[src/hw/rtl/sccr_pkg.sv]
// Shared types and constants for the sector cache tag and replacement block.
package sccr_pkg;

  localparam int ENTRIES      = 64;
  localparam int IDX_W        = $clog2(ENTRIES);
  localparam int SECTOR_BYTES = 512;
  localparam int SECTOR_SHIFT = $clog2(SECTOR_BYTES);
  localparam int FILE_W       = 16;
  localparam int SECTOR_W     = 22;
  localparam int OFFSET_W     = 31;
  localparam int TAG_W        = 2 + FILE_W + SECTOR_W;

  typedef enum logic [1:0] {
    OP_READ       = 2'd0,
    OP_WRITE      = 2'd1,
    OP_FLUSH_ALL  = 2'd2,
    OP_FLUSH_FILE = 2'd3
  } op_t;

  // One tag RAM word; only meaningful while the entry's valid bit is set.
  typedef struct packed {
    logic                referenced;
    logic                dirty;
    logic [FILE_W-1:0]   file;
    logic [SECTOR_W-1:0] sector;
  } tag_word_t;

  typedef struct packed {
    logic [IDX_W-1:0]    entry_index;
    logic                was_hit;
    logic                fill_needed;
    logic                writeback_needed;
    logic [FILE_W-1:0]   victim_file;
    logic [SECTOR_W-1:0] victim_sector;
    logic                last_result;
  } result_t;

endpackage

[src/hw/rtl/sccr_ram.sv]
// Generic single-write, single-read synchronous RAM with registered read data.
module sccr_ram #(
  parameter int DEPTH = 64,
  parameter int WIDTH = 40
) (
  input  logic                     clk,
  input  logic                     we,
  input  logic [$clog2(DEPTH)-1:0] waddr,
  input  logic [WIDTH-1:0]         wdata,
  input  logic                     re,
  input  logic [$clog2(DEPTH)-1:0] raddr,
  output logic [WIDTH-1:0]         rdata
);

  logic [WIDTH-1:0] mem [DEPTH];

  always_ff @(posedge clk) begin
    if (we) begin
      mem[waddr] <= wdata;
    end
  end

  // read data holds while no read is issued
  always_ff @(posedge clk) begin
    if (re) begin
      rdata <= mem[raddr];
    end
  end

endmodule

[src/hw/rtl/sccr_out_reg.sv]
// Result output register: holds one item until the consumer takes it.
module sccr_out_reg
  import sccr_pkg::*;
(
  input  logic    clk,
  input  logic    rst,
  input  logic    push,
  input  result_t res,
  output logic    can_push,
  output logic    out_valid,
  input  logic    out_ready,
  output result_t data
);

  assign can_push = !out_valid || out_ready;

  always_ff @(posedge clk) begin
    if (rst) begin
      out_valid <= 1'b0;
    end else if (push) begin
      out_valid <= 1'b1;
    end else if (out_ready) begin
      out_valid <= 1'b0;
    end
  end

  always_ff @(posedge clk) begin
    if (push) begin
      data <= res;
    end
  end

endmodule

[src/hw/rtl/sector_cache_clock_replacement.sv]
// Sector cache tag/replacement top level: lookup, clock sweep and flush sequencer.
// Operation: an access scans the tag RAM one entry at a time (one read port, registered
//   data), reading and then evaluating each entry; a hit ends the scan at its entry, a miss
//   scans all ENTRIES and, when it must evict, steps the clock hand (at most ENTRIES+1 steps).
// Flushes scan all entries and can stall on the output; one item is worked on at a time.
// Reset (synchronous, active high) clears all valid bits, the clock hand and the output
//   register; tag RAM contents need no clearing since the valid bits mask stale words.
module sector_cache_clock_replacement
  import sccr_pkg::*;
(
  input  logic                clk,
  input  logic                rst,
  input  logic                in_valid,
  output logic                in_ready,
  input  logic [1:0]          operation,
  input  logic [FILE_W-1:0]   file_id,
  input  logic [OFFSET_W-1:0] byte_offset,
  output logic                out_valid,
  input  logic                out_ready,
  output logic [IDX_W-1:0]    entry_index,
  output logic                was_hit,
  output logic                fill_needed,
  output logic                writeback_needed,
  output logic [FILE_W-1:0]   victim_file,
  output logic [SECTOR_W-1:0] victim_sector,
  output logic                last_result
);

  typedef enum logic [3:0] {
    S_IDLE,
    S_LK_RD,   // lookup: read tag of idx
    S_LK_EV,   // lookup: compare, track lowest free entry
    S_SW_RD,   // clock sweep: read entry under hand
    S_SW_EV,   // clock sweep: second chance or victim
    S_FILL,    // install new tag, report fill
    S_FL_RD,   // flush: read tag of idx
    S_FL_EV,   // flush: report previous pending, clean this one
    S_FL_END   // flush: last pending item carries last_result
  } state_t;

  state_t              state;
  op_t                 op_q;
  logic [FILE_W-1:0]   fid_q;
  logic [SECTOR_W-1:0] sec_q;
  logic [IDX_W-1:0]    idx;
  logic [IDX_W-1:0]    free_idx;
  logic                have_free;
  logic [IDX_W-1:0]    hand;
  logic [IDX_W-1:0]    slot;
  logic                wb_q;
  logic [FILE_W-1:0]   vf_q;
  logic [SECTOR_W-1:0] vs_q;
  logic                pend_valid;
  result_t             pend;
  logic [ENTRIES-1:0]  valid_bits;

  // RAM port signals
  logic             ram_we;
  logic [IDX_W-1:0] ram_waddr;
  tag_word_t        ram_wdata;
  logic             ram_re;
  logic [IDX_W-1:0] ram_raddr;
  logic [TAG_W-1:0] ram_rdata;
  tag_word_t        rd;

  // output register signals
  logic    push;
  result_t push_res;
  logic    can_push;
  result_t out_data;

  logic                is_write;
  logic                tag_hit;
  logic                fl_match;
  logic                fl_ok;
  logic                last_idx;
  logic [IDX_W-1:0]    hand_next;
  logic [SECTOR_W-1:0] sec_shift;

  assign rd        = tag_word_t'(ram_rdata);
  assign is_write  = (op_q == OP_WRITE);
  assign tag_hit   = valid_bits[idx] && (rd.file == fid_q) && (rd.sector == sec_q);
  assign fl_match  = valid_bits[idx] && rd.dirty &&
                     ((op_q == OP_FLUSH_ALL) || (rd.file == fid_q));
  // a new match may only replace the pending item once that one has left
  assign fl_ok     = !pend_valid || can_push;
  assign last_idx  = (idx == IDX_W'(ENTRIES - 1));
  assign hand_next = (hand == IDX_W'(ENTRIES - 1)) ? '0 : hand + IDX_W'(1);
  assign sec_shift = SECTOR_W'(byte_offset >> SECTOR_SHIFT);
  assign in_ready  = (state == S_IDLE);

  sccr_ram #(
    .DEPTH(ENTRIES),
    .WIDTH(TAG_W)
  ) u_tag_ram (
    .clk  (clk),
    .we   (ram_we),
    .waddr(ram_waddr),
    .wdata(ram_wdata),
    .re   (ram_re),
    .raddr(ram_raddr),
    .rdata(ram_rdata)
  );

  sccr_out_reg u_out (
    .clk      (clk),
    .rst      (rst),
    .push     (push),
    .res      (push_res),
    .can_push (can_push),
    .out_valid(out_valid),
    .out_ready(out_ready),
    .data     (out_data)
  );

  assign entry_index      = out_data.entry_index;
  assign was_hit          = out_data.was_hit;
  assign fill_needed      = out_data.fill_needed;
  assign writeback_needed = out_data.writeback_needed;
  assign victim_file      = out_data.victim_file;
  assign victim_sector    = out_data.victim_sector;
  assign last_result      = out_data.last_result;

  // RAM and output control. Reads happen only in *_RD states and writes only in
  // evaluate/fill states, so a read and a write never meet in one cycle.
  always_comb begin
    ram_re    = 1'b0;
    ram_raddr = idx;
    ram_we    = 1'b0;
    ram_waddr = idx;
    ram_wdata = rd;
    push      = 1'b0;
    push_res  = '0;
    case (state)
      S_LK_RD, S_FL_RD: begin
        ram_re = 1'b1;
      end
      S_SW_RD: begin
        ram_re    = 1'b1;
        ram_raddr = hand;
      end
      S_LK_EV: begin
        if (tag_hit && can_push) begin
          ram_we               = 1'b1;
          ram_wdata.referenced = 1'b1;
          ram_wdata.dirty      = rd.dirty | is_write;
          push                 = 1'b1;
          push_res.entry_index = idx;
          push_res.was_hit     = 1'b1;
          push_res.last_result = 1'b1;
        end
      end
      S_SW_EV: begin
        ram_waddr            = hand;
        ram_we               = rd.referenced;
        ram_wdata.referenced = 1'b0;
      end
      S_FILL: begin
        ram_waddr                 = slot;
        ram_we                    = can_push;
        ram_wdata.referenced      = 1'b0;
        ram_wdata.dirty           = is_write;
        ram_wdata.file            = fid_q;
        ram_wdata.sector          = sec_q;
        push                      = can_push;
        push_res.entry_index      = slot;
        push_res.fill_needed      = 1'b1;
        push_res.writeback_needed = wb_q;
        push_res.victim_file      = vf_q;
        push_res.victim_sector    = vs_q;
        push_res.last_result      = 1'b1;
      end
      S_FL_EV: begin
        ram_we          = fl_match && fl_ok;
        ram_wdata.dirty = 1'b0;
        push            = fl_match && pend_valid && can_push;
        push_res        = pend;
      end
      S_FL_END: begin
        push                 = pend_valid && can_push;
        push_res             = pend;
        push_res.last_result = 1'b1;
      end
      default: begin
      end
    endcase
  end

  always_ff @(posedge clk) begin
    if (rst) begin
      state      <= S_IDLE;
      hand       <= '0;
      valid_bits <= '0;
      pend_valid <= 1'b0;
      have_free  <= 1'b0;
    end else begin
      case (state)
        S_IDLE: begin
          if (in_valid) begin
            op_q       <= op_t'(operation);
            fid_q      <= file_id;
            sec_q      <= sec_shift;
            idx        <= '0;
            have_free  <= 1'b0;
            pend_valid <= 1'b0;
            if (operation == OP_READ || operation == OP_WRITE) begin
              state <= S_LK_RD;
            end else begin
              state <= S_FL_RD;
            end
          end
        end
        S_LK_RD: begin
          state <= S_LK_EV;
        end
        S_LK_EV: begin
          if (tag_hit) begin
            if (can_push) begin
              state <= S_IDLE;
            end
          end else begin
            if (!valid_bits[idx] && !have_free) begin
              free_idx  <= idx;
              have_free <= 1'b1;
            end
            if (last_idx) begin
              wb_q <= 1'b0;
              vf_q <= '0;
              vs_q <= '0;
              if (have_free) begin
                slot  <= free_idx;
                state <= S_FILL;
              end else if (!valid_bits[idx]) begin
                slot  <= idx;
                state <= S_FILL;
              end else begin
                state <= S_SW_RD;
              end
            end else begin
              idx   <= idx + IDX_W'(1);
              state <= S_LK_RD;
            end
          end
        end
        S_SW_RD: begin
          state <= S_SW_EV;
        end
        S_SW_EV: begin
          hand <= hand_next;
          if (rd.referenced) begin
            state <= S_SW_RD;
          end else begin
            slot  <= hand;
            wb_q  <= rd.dirty;
            vf_q  <= rd.dirty ? rd.file : '0;
            vs_q  <= rd.dirty ? rd.sector : '0;
            state <= S_FILL;
          end
        end
        S_FILL: begin
          if (can_push) begin
            valid_bits[slot] <= 1'b1;
            state            <= S_IDLE;
          end
        end
        S_FL_RD: begin
          state <= S_FL_EV;
        end
        S_FL_EV: begin
          if (!fl_match || fl_ok) begin
            if (fl_match) begin
              pend_valid            <= 1'b1;
              pend.entry_index      <= idx;
              pend.was_hit          <= 1'b0;
              pend.fill_needed      <= 1'b0;
              pend.writeback_needed <= 1'b1;
              pend.victim_file      <= rd.file;
              pend.victim_sector    <= rd.sector;
              pend.last_result      <= 1'b0;
            end
            if (last_idx) begin
              state <= S_FL_END;
            end else begin
              idx   <= idx + IDX_W'(1);
              state <= S_FL_RD;
            end
          end
        end
        S_FL_END: begin
          if (!pend_valid || can_push) begin
            pend_valid <= 1'b0;
            state      <= S_IDLE;
          end
        end
        default: begin
          state <= S_IDLE;
        end
      endcase
    end
  end

  // the clock sweep only runs when every entry holds a sector
  a_sweep_full: assert property (@(posedge clk) disable iff (rst)
    (state == S_SW_EV) |-> (&valid_bits))
    else $error("clock sweep with a free entry");

  // tag RAM is never read and written at one address in the same cycle
  a_ram_no_overlap: assert property (@(posedge clk) disable iff (rst)
    !(ram_re && ram_we && (ram_raddr == ram_waddr)))
    else $error("tag RAM read/write overlap");

  // a hit never asks for fill or write-back and always ends its item
  a_hit_clean: assert property (@(posedge clk) disable iff (rst)
    (push && push_res.was_hit) |->
      (!push_res.fill_needed && !push_res.writeback_needed && push_res.last_result))
    else $error("malformed hit result");

  // a flush result always names a write-back
  a_flush_wb: assert property (@(posedge clk) disable iff (rst)
    (push && (state == S_FL_EV || state == S_FL_END)) |-> push_res.writeback_needed)
    else $error("flush result without write-back");

  // reset empties the cache
  a_reset_empty: assert property (@(posedge clk)
    rst |=> (valid_bits == '0) && (hand == '0))
    else $error("cache not empty after reset");

endmodule
[config.mk]
export PLATFORM = sky130hd
export DESIGN_NAME = sector_cache_clock_replacement
export DESIGN_NICKNAME = d
export VERILOG_FILES = /design/src/hw/rtl/sccr_pkg.sv /design/src/hw/rtl/sccr_ram.sv /design/src/hw/rtl/sccr_out_reg.sv /design/src/hw/rtl/sector_cache_clock_replacement.sv
export SDC_FILE = /design/constraint.sdc
export NUM_CORES = 2
export LEC_CHECK = 0
export BUFFER_PORTS_ARGS = -buffer_cell sky130_fd_sc_hd__buf_2
export CAP_MARGIN = 0
export CORE_ASPECT_RATIO = 0.9
export CORE_MARGIN = 2
export CORE_UTILIZATION = 38
export CTS_BUF_LIST = sky130_fd_sc_hd__clkbuf_16
export CTS_CLUSTER_SIZE = 24
export DETAILED_ROUTE_END_ITERATION = 6
export SLEW_MARGIN = 20
export SYNTH_ARGS = -nofsm -noshare
export SYNTH_HDL_FRONTEND = slang
export SYNTH_HIERARCHICAL = 1
export SYNTH_SLANG_ARGS = --single-unit
[constraint.sdc]
create_clock -name clk -period 9.9 [get_ports clk]
set_input_delay 0.495 -clock clk [delete_from_list [all_inputs] [get_ports clk]]
set_output_delay 0.495 -clock clk [all_outputs]
set_load 0.02 [all_outputs]
==> After elaboration in Yosys (flattened, before gate mapping) <==
Memories as Yosys holds them, arrays and structs flattened. A register that Yosys moved wholly into a read port is not among the register bits.
Cells that the tools add are included.
{ "word_totals": {"reg_bits": 266, "mem_bits_rw": 2560, "inputBits": 53, "wordCells": 169, "mem_count": 1} }
{ "classes": {"n_addsub": 2, "order_cmp": 3, "eq_ne": 24, "muxes": 68, "bitwise_logic": 4, "n_reduce_logical": 42} }
{ "mem_list": {"columns": ["memory", "words", "width", "rd", "rd_ports_with_merged_regs", "write_ports", "line", "source"], "rows": [
  ["u_tag_ram.mem", 64, 40, 1, 1, 1, "sccr_ram.sv:15", "logic [WIDTH-1:0] mem [DEPTH];"]
]} }
{ "ops": {"columns": ["op", "count"], "rows": [
  ["$mux W22", 4],
  ["$pmux W40 S2", 1],
  ["$mux W6", 11],
  ["$mux W16", 4],
  ["$or A64 B64 Y64", 1],
  ["$pmux W22 S2", 1],
  ["$mux W38", 1],
  ["$pmux W4 S9", 1],
  ["$pmux W6 S3", 2],
  ["$pmux W16 S2", 1],
  ["$mux W4", 7],
  ["$pmux W6 S2", 2],
  ["$eq A22 B22 Y1", 1],
  ["$mux W1", 17],
  ["$eq A16 B16 Y1", 1],
  ["$eq A4 B3 Y1 const B", 4],
  ["$ne A2 B2 Y1 const B", 8],
  ["$reduce_and A5 Y1", 3],
  ["$lt A6 B7 Y1 const B", 2],
  ["$add A6 B1 Y6 const B", 2],
  ["$eq A6 B6 Y1 const B", 2],
  ["$mux W3", 4],
  ["$reduce_and A4 Y1", 3],
  ["$logic_and A1 B1 Y1", 11],
  ["other kinds (27)", 49]
]} }

==> Logic depth before layout (Yosys ltp) <==
{ "depth": {"word_depth": 9, "mapped_depth": 15} }

==> By module <==
The synthesis kept the hierarchy.
{ "by_module_without_submodules": {"columns": ["mod", "instances", "cells_per_inst", "area_each_um2", "seq_area_each_um2"], "rows": [
  ["sccr_ram", 1, 4263, 98360.6, 78074.9],
  ["sector_cache_clock_replacement", 1, 822, 9809.4, 5755.5],
  ["sccr_out_reg", 1, 52, 1487.7, 1461.4]
]} }

==> Worst setup path before layout <==
OpenSTA, ideal clock, no wires.
{ "synth_timing": {"path_kind": "reg-to-reg", "startpoint": "register idx[0]", "endpoint": "register pend[10] (netlist name) (enable)", "setup_ps": 500, "arrival_time_ps": 4928, "slack_ps": 4472, "stages_incl_launch_ff": 8, "n_path_buf": 1, "synth_period_minus_slack_ps": 5428, "cell_sequence": "edfxtp_1 > buf_6 > mux4_1 > a22oi_1 > and3_1 > nor4_1 > o21ai_1 > nor3_1"} }
{ "synth_between": {"elab_chain_len": 7} }
{ "synth_lines": {"columns": ["item", "line", "source"], "rows": [
  ["from (decl)", "sector_cache_clock_replacement.sv:45", "logic [IDX_W-1:0] idx;"],
  ["from (signal assigned)", "sector_cache_clock_replacement.sv:240", "idx <= idx + IDX_W'(1);"],
  ["from (signal assigned)", "sector_cache_clock_replacement.sv:284", "idx <= idx + IDX_W'(1);"],
  ["$bmux W1 S6 *", "sector_cache_clock_replacement.sv:83", "assign fl_match = valid_bits[idx] && rd.dirty &&"],
  ["$mux W1 (not written as such) *", "sector_cache_clock_replacement.sv:83", null],
  ["$logic_and A1 B1 Y1 * (2 in a row)", "sector_cache_clock_replacement.sv:83", null],
  ["$logic_not A1 Y1", "sector_cache_clock_replacement.sv:270", "if (!fl_match || fl_ok) begin"],
  ["$logic_or A1 B1 Y1", "sector_cache_clock_replacement.sv:270", null],
  ["$reduce_and A4 Y1 (no line) *", null, null],
  ["to (decl)", "sector_cache_clock_replacement.sv:54", "result_t pend;"]
]} }
Every way passes the cells marked *; elsewhere a longest branch is shown, timed or not. The select of a mux whose other input is x is not followed.
A chain may end at the register's enable or synchronous reset.

==> Worst setup path in the final report <==
{ "layout_timing": {"startpoint": "register u_tag_ram.rdata[10], read port of u_tag_ram.mem", "endpoint": "memory u_tag_ram.mem[31][5] (enable)"} }
{ "layout_between": {"elab_chain_len": 7} }
{ "layout_lines": {"columns": ["item", "line", "source"], "rows": [
  ["from (decl)", "sccr_ram.sv:12", "output logic [WIDTH-1:0] rdata"],
  ["$eq A22 B22 Y1", "sector_cache_clock_replacement.sv:82", "assign tag_hit = valid_bits[idx] && (rd.file == fid_q) && (rd.sector == sec_q);"],
  ["$logic_and A1 B1 Y1", "sector_cache_clock_replacement.sv:82", null],
  ["$logic_and A1 B1 Y1", "sector_cache_clock_replacement.sv:143", "if (tag_hit && can_push) begin"],
  ["$mux W1", "sector_cache_clock_replacement.sv:143", null],
  ["$pmux W1 S4", "sector_cache_clock_replacement.sv:134", "case (state)"],
  ["via ram_we", "sector_cache_clock_replacement.sv:58", "logic ram_we;"],
  ["$mux W1", "sccr_ram.sv:18", "if (we) begin"],
  ["$mux W1 (not written as such)", "sccr_ram.sv:19", "mem[waddr] <= wdata;"],
  ["to (decl)", "sccr_ram.sv:15", null]
]} }
The timed path passes the listed nets, and every way through them passes these cells.

==> impl_metrics.toml <==
[logic_synthesis]
synth-simple-area-share_pct = 2.38
ys_seq_elements = 2866
synth_top_area_share_pct = 76.4
synth_common_cells = "edfxtp_1, mux4_2, nor2_1"
synth_mux_area_share_pct = 14.1
synth_warnings = 6
synth.most_common_cell = "edfxtp_1"
syn_inst = 5137
synth-edff-count = 2789
synth_compound_area_share_pct = 3.76
synthFlopType = "edfxtp_1"
syn-cell-area_um2 = 110000
netlist-cell-type-count = 72
synth_top_family_by_area = "multiplexers"
yosys.area.top_type = "edfxtp_1"
ys_seq_area_share_pct = 77.8
postSynthAreaPerCell_um2 = 21.3
synth_xor_area_share_pct = 0.375
synth_nets = 5192
synth_adder_area_share_pct = 0.0228
synthArstFlopShare_pct = 0
synthTopCellsByArea = "edfxtp_1, mux4_2, dfxtp_1, o22ai_1, mux2i_1"

[setup_path]
crit_family = "simple AND/OR/NAND/NOR gates"
crit_slowest_cell = "nor2_4"
crit_chain = "xor2_1 -> nor4_1 -> nand4_1 -> nor3_1 -> o211ai_2 -> o21ai_0 -> a221o_1 -> nand4_1 -> nor2_4 -> buf_4"
worstSetupPathDepth = 10
crit_arrival_ns = 6.78
crit_fanout = 22
slowest_delay_ns = 1.14
crit_path_frequent_cell = "nand4_1"
crit_type = "reg2reg"
critPathBufInv = 1
end_kind = "flop"
rrSetupSlack_ns = 3.60
r2r.worst_path.cells = 10
cp_data_required_time_ns = 10.38
startpoint_type = "flop"

[sta]
tns_ns = 0
rsz0062_at_grt = "no"
final_hold_viol_count = 0
hold_slack_ns = 0.0504
period_share_pct = 63.7
fmax_mhz = 159
finalClockSkew_ns = 0.0574
worst_pin_slew_ns = 1.29
min_period_ns = 6.30
setup_violations = 0
slew_violations = 0
slew_headroom_pct = 13.2

[run_status]
run_status = "finished, final reports clean"

[route]
ant_nets = 0
drt-vias-per-instance = 5.81
drc = 0
vias = 54652
wl_per_cell_um = 29.9
first_pass_iters = 6
wirelength_mm = 281
drt_iter0_markers = 6910

[clocking]
clkTransAtPathRegs_ns = 0.06
root_buffer = "clkbuf_16"
cts_buffers = 282
cts-root-to-sink-buffers = 4
cts.sinks = 2866
clock_latency_ns = 0.85
cts.htree.levels = 5
cts_tree = "yes"
postCtsSetupRepairBufs = 0

[global_route]
grt-ovfl-total = 0
grt_max_degree = 111
grt_usage_pct = 18.8
grt_pass1_vias = 53566
antenna_found_initial = 18
grt_pass1_wl_mm = 397

[finish]
nets = 5471
syn2layout_area_growth_pct = 13.5
final_area_um2 = 124000
finish.utilization_pct = 43.2
drive_above_1_share_pct = 25.7

[hold_path]
hold_class = "in2reg"
hold_depth = 1

[floorplanning]
die_width_um = 570
initial_core_util_pct = 38.1
die-area_um2 = 293000
io_pins = 103
fp-row-count = 187
core_um2 = 288000
die_h_um = 514

[placement]
placed_area_um2 = 115000
port_buffers = 93
dp_hpwl_mm = 156
gp_congestion = 0.821

[pwr]
peakVddDrop_v = 0.000170
power_uw = 30100
power.density_nw_per_um2 = 242
p_leak_uw = 0.0386

[flow_run]
max_cap_violations = 0
power breakdown:
| group | leakage [uW] | switching [uW] | internal [uW] |
|---|---|---|---|
| logic | 0.00853 | 3570 | 1720 |
| clock network | 0.00440 | 4500 | 5660 |
| registers | 0.0257 | 189 | 14500 |
area by class of cell:
cell class | count | area (um2)
Timing Repair Buffer | 299 | 2220
Inverter | 19 | 72.6
Sequential cell | 2866 | 85300
Multi-Input combinational cell | 1948 | 23500
Antenna cell | 12 | 30.0
Tap cell | 3780 | 4730
Clock buffer | 288 | 7210
Clock inverter | 200 | 1380
Fill cell | 24465 | 163000
per-stage QoR:
stage                     instances  setup slack (ns)
final                          9412              3.60
after CTS                      9398              3.79
after global placement         8868              3.82
after global routing           9400              3.39
after floorplan                5137              4.47
after detailed placement       8871              3.82
cells in the final DEF (no fill, tap or decap), types with 27 or more instances in the layout:
cell type / n
a21oi_1: 105
mux4_2: 603
mux2i_1: 91
o221ai_1: 63
clkinv_2: 52
nor2_1: 121
nor2_4: 67
a211oi_1: 27
and3_1: 49
buf_4: 156
inv_1: 65
nand2_1: 128
a22o_1: 48
edfxtp_1: 2789
buf_2: 94
clkbuf_16: 288
xor2_1: 41
a22oi_1: 33
clkinv_1: 61
dlygate4sd3_1: 40
mux2_2: 38
o22ai_1: 160
dfxtp_1: 77
logic make-up (layout without fill, tap and decap cells):
| logic type | count (synthesis) | after routing |
|---|---|---|
| buffers and inverters | 323 | 806 |
| other | 0 | 12 |
| adders and majority gates | 2 | 2 |
| AOI/OAI and AO/OA | 588 | 588 |
| DFF | 2866 | 2866 |
| xor gates and xnor gates | 47 | 47 |
| muxes | 768 | 768 |
| and+or+nand+nor | 543 | 543 |
routing by layer:
metal | vias to the layer above | global-route usage (%) | wire length [um]
met4 | 8 | 3.79 | 5040
met1 | 29669 | 28.5 | 121000
li1 | 22220 | - | -
met3 | 337 | 3.86 | 27400
met5 | - | 0 | 55
met2 | 2418 | 28.2 | 127000
final timing paths:
| check | endpoint | startpoint |
|---|---|---|
| max | u_tag_ram/mem[31][5] | u_tag_ram/rdata[10] |
| max reg2reg | u_tag_ram/mem[31][5] | u_tag_ram/rdata[10] |
| min reg2reg | valid_bits[58] | valid_bits[58] |
| min | fid_q[7] | file_id[7] |
timing repair:
action / CTS / global route
gates resized for setup: 0 / 0
endpoints found under the hold margin: 39 / 1
hold buffers: 39 / 1
worst register-to-register path, stage by stage (launching register included):
cell      delay, ns
edfxtp_1       0.53
xor2_1         0.23
nor4_1         0.57
nand4_1        0.46
nor3_1         0.49
o211ai_2       0.26
o21ai_0        0.29
a221o_1        0.59
nand4_1        0.80
nor2_4         1.15
buf_4          0.56
state kept, by name (all words and copies together) (netlist names), 16 cells and up:
name / flops
u_out/data: 48
valid_bits: 64
vs_q: 22
u_tag_ram/mem: 2560
sec_q: 22
vf_q: 16
fid_q: 16
pend: 44
u_tag_ram/rdata: 40
No activity file was read; power rests on OpenSTA's default activity.
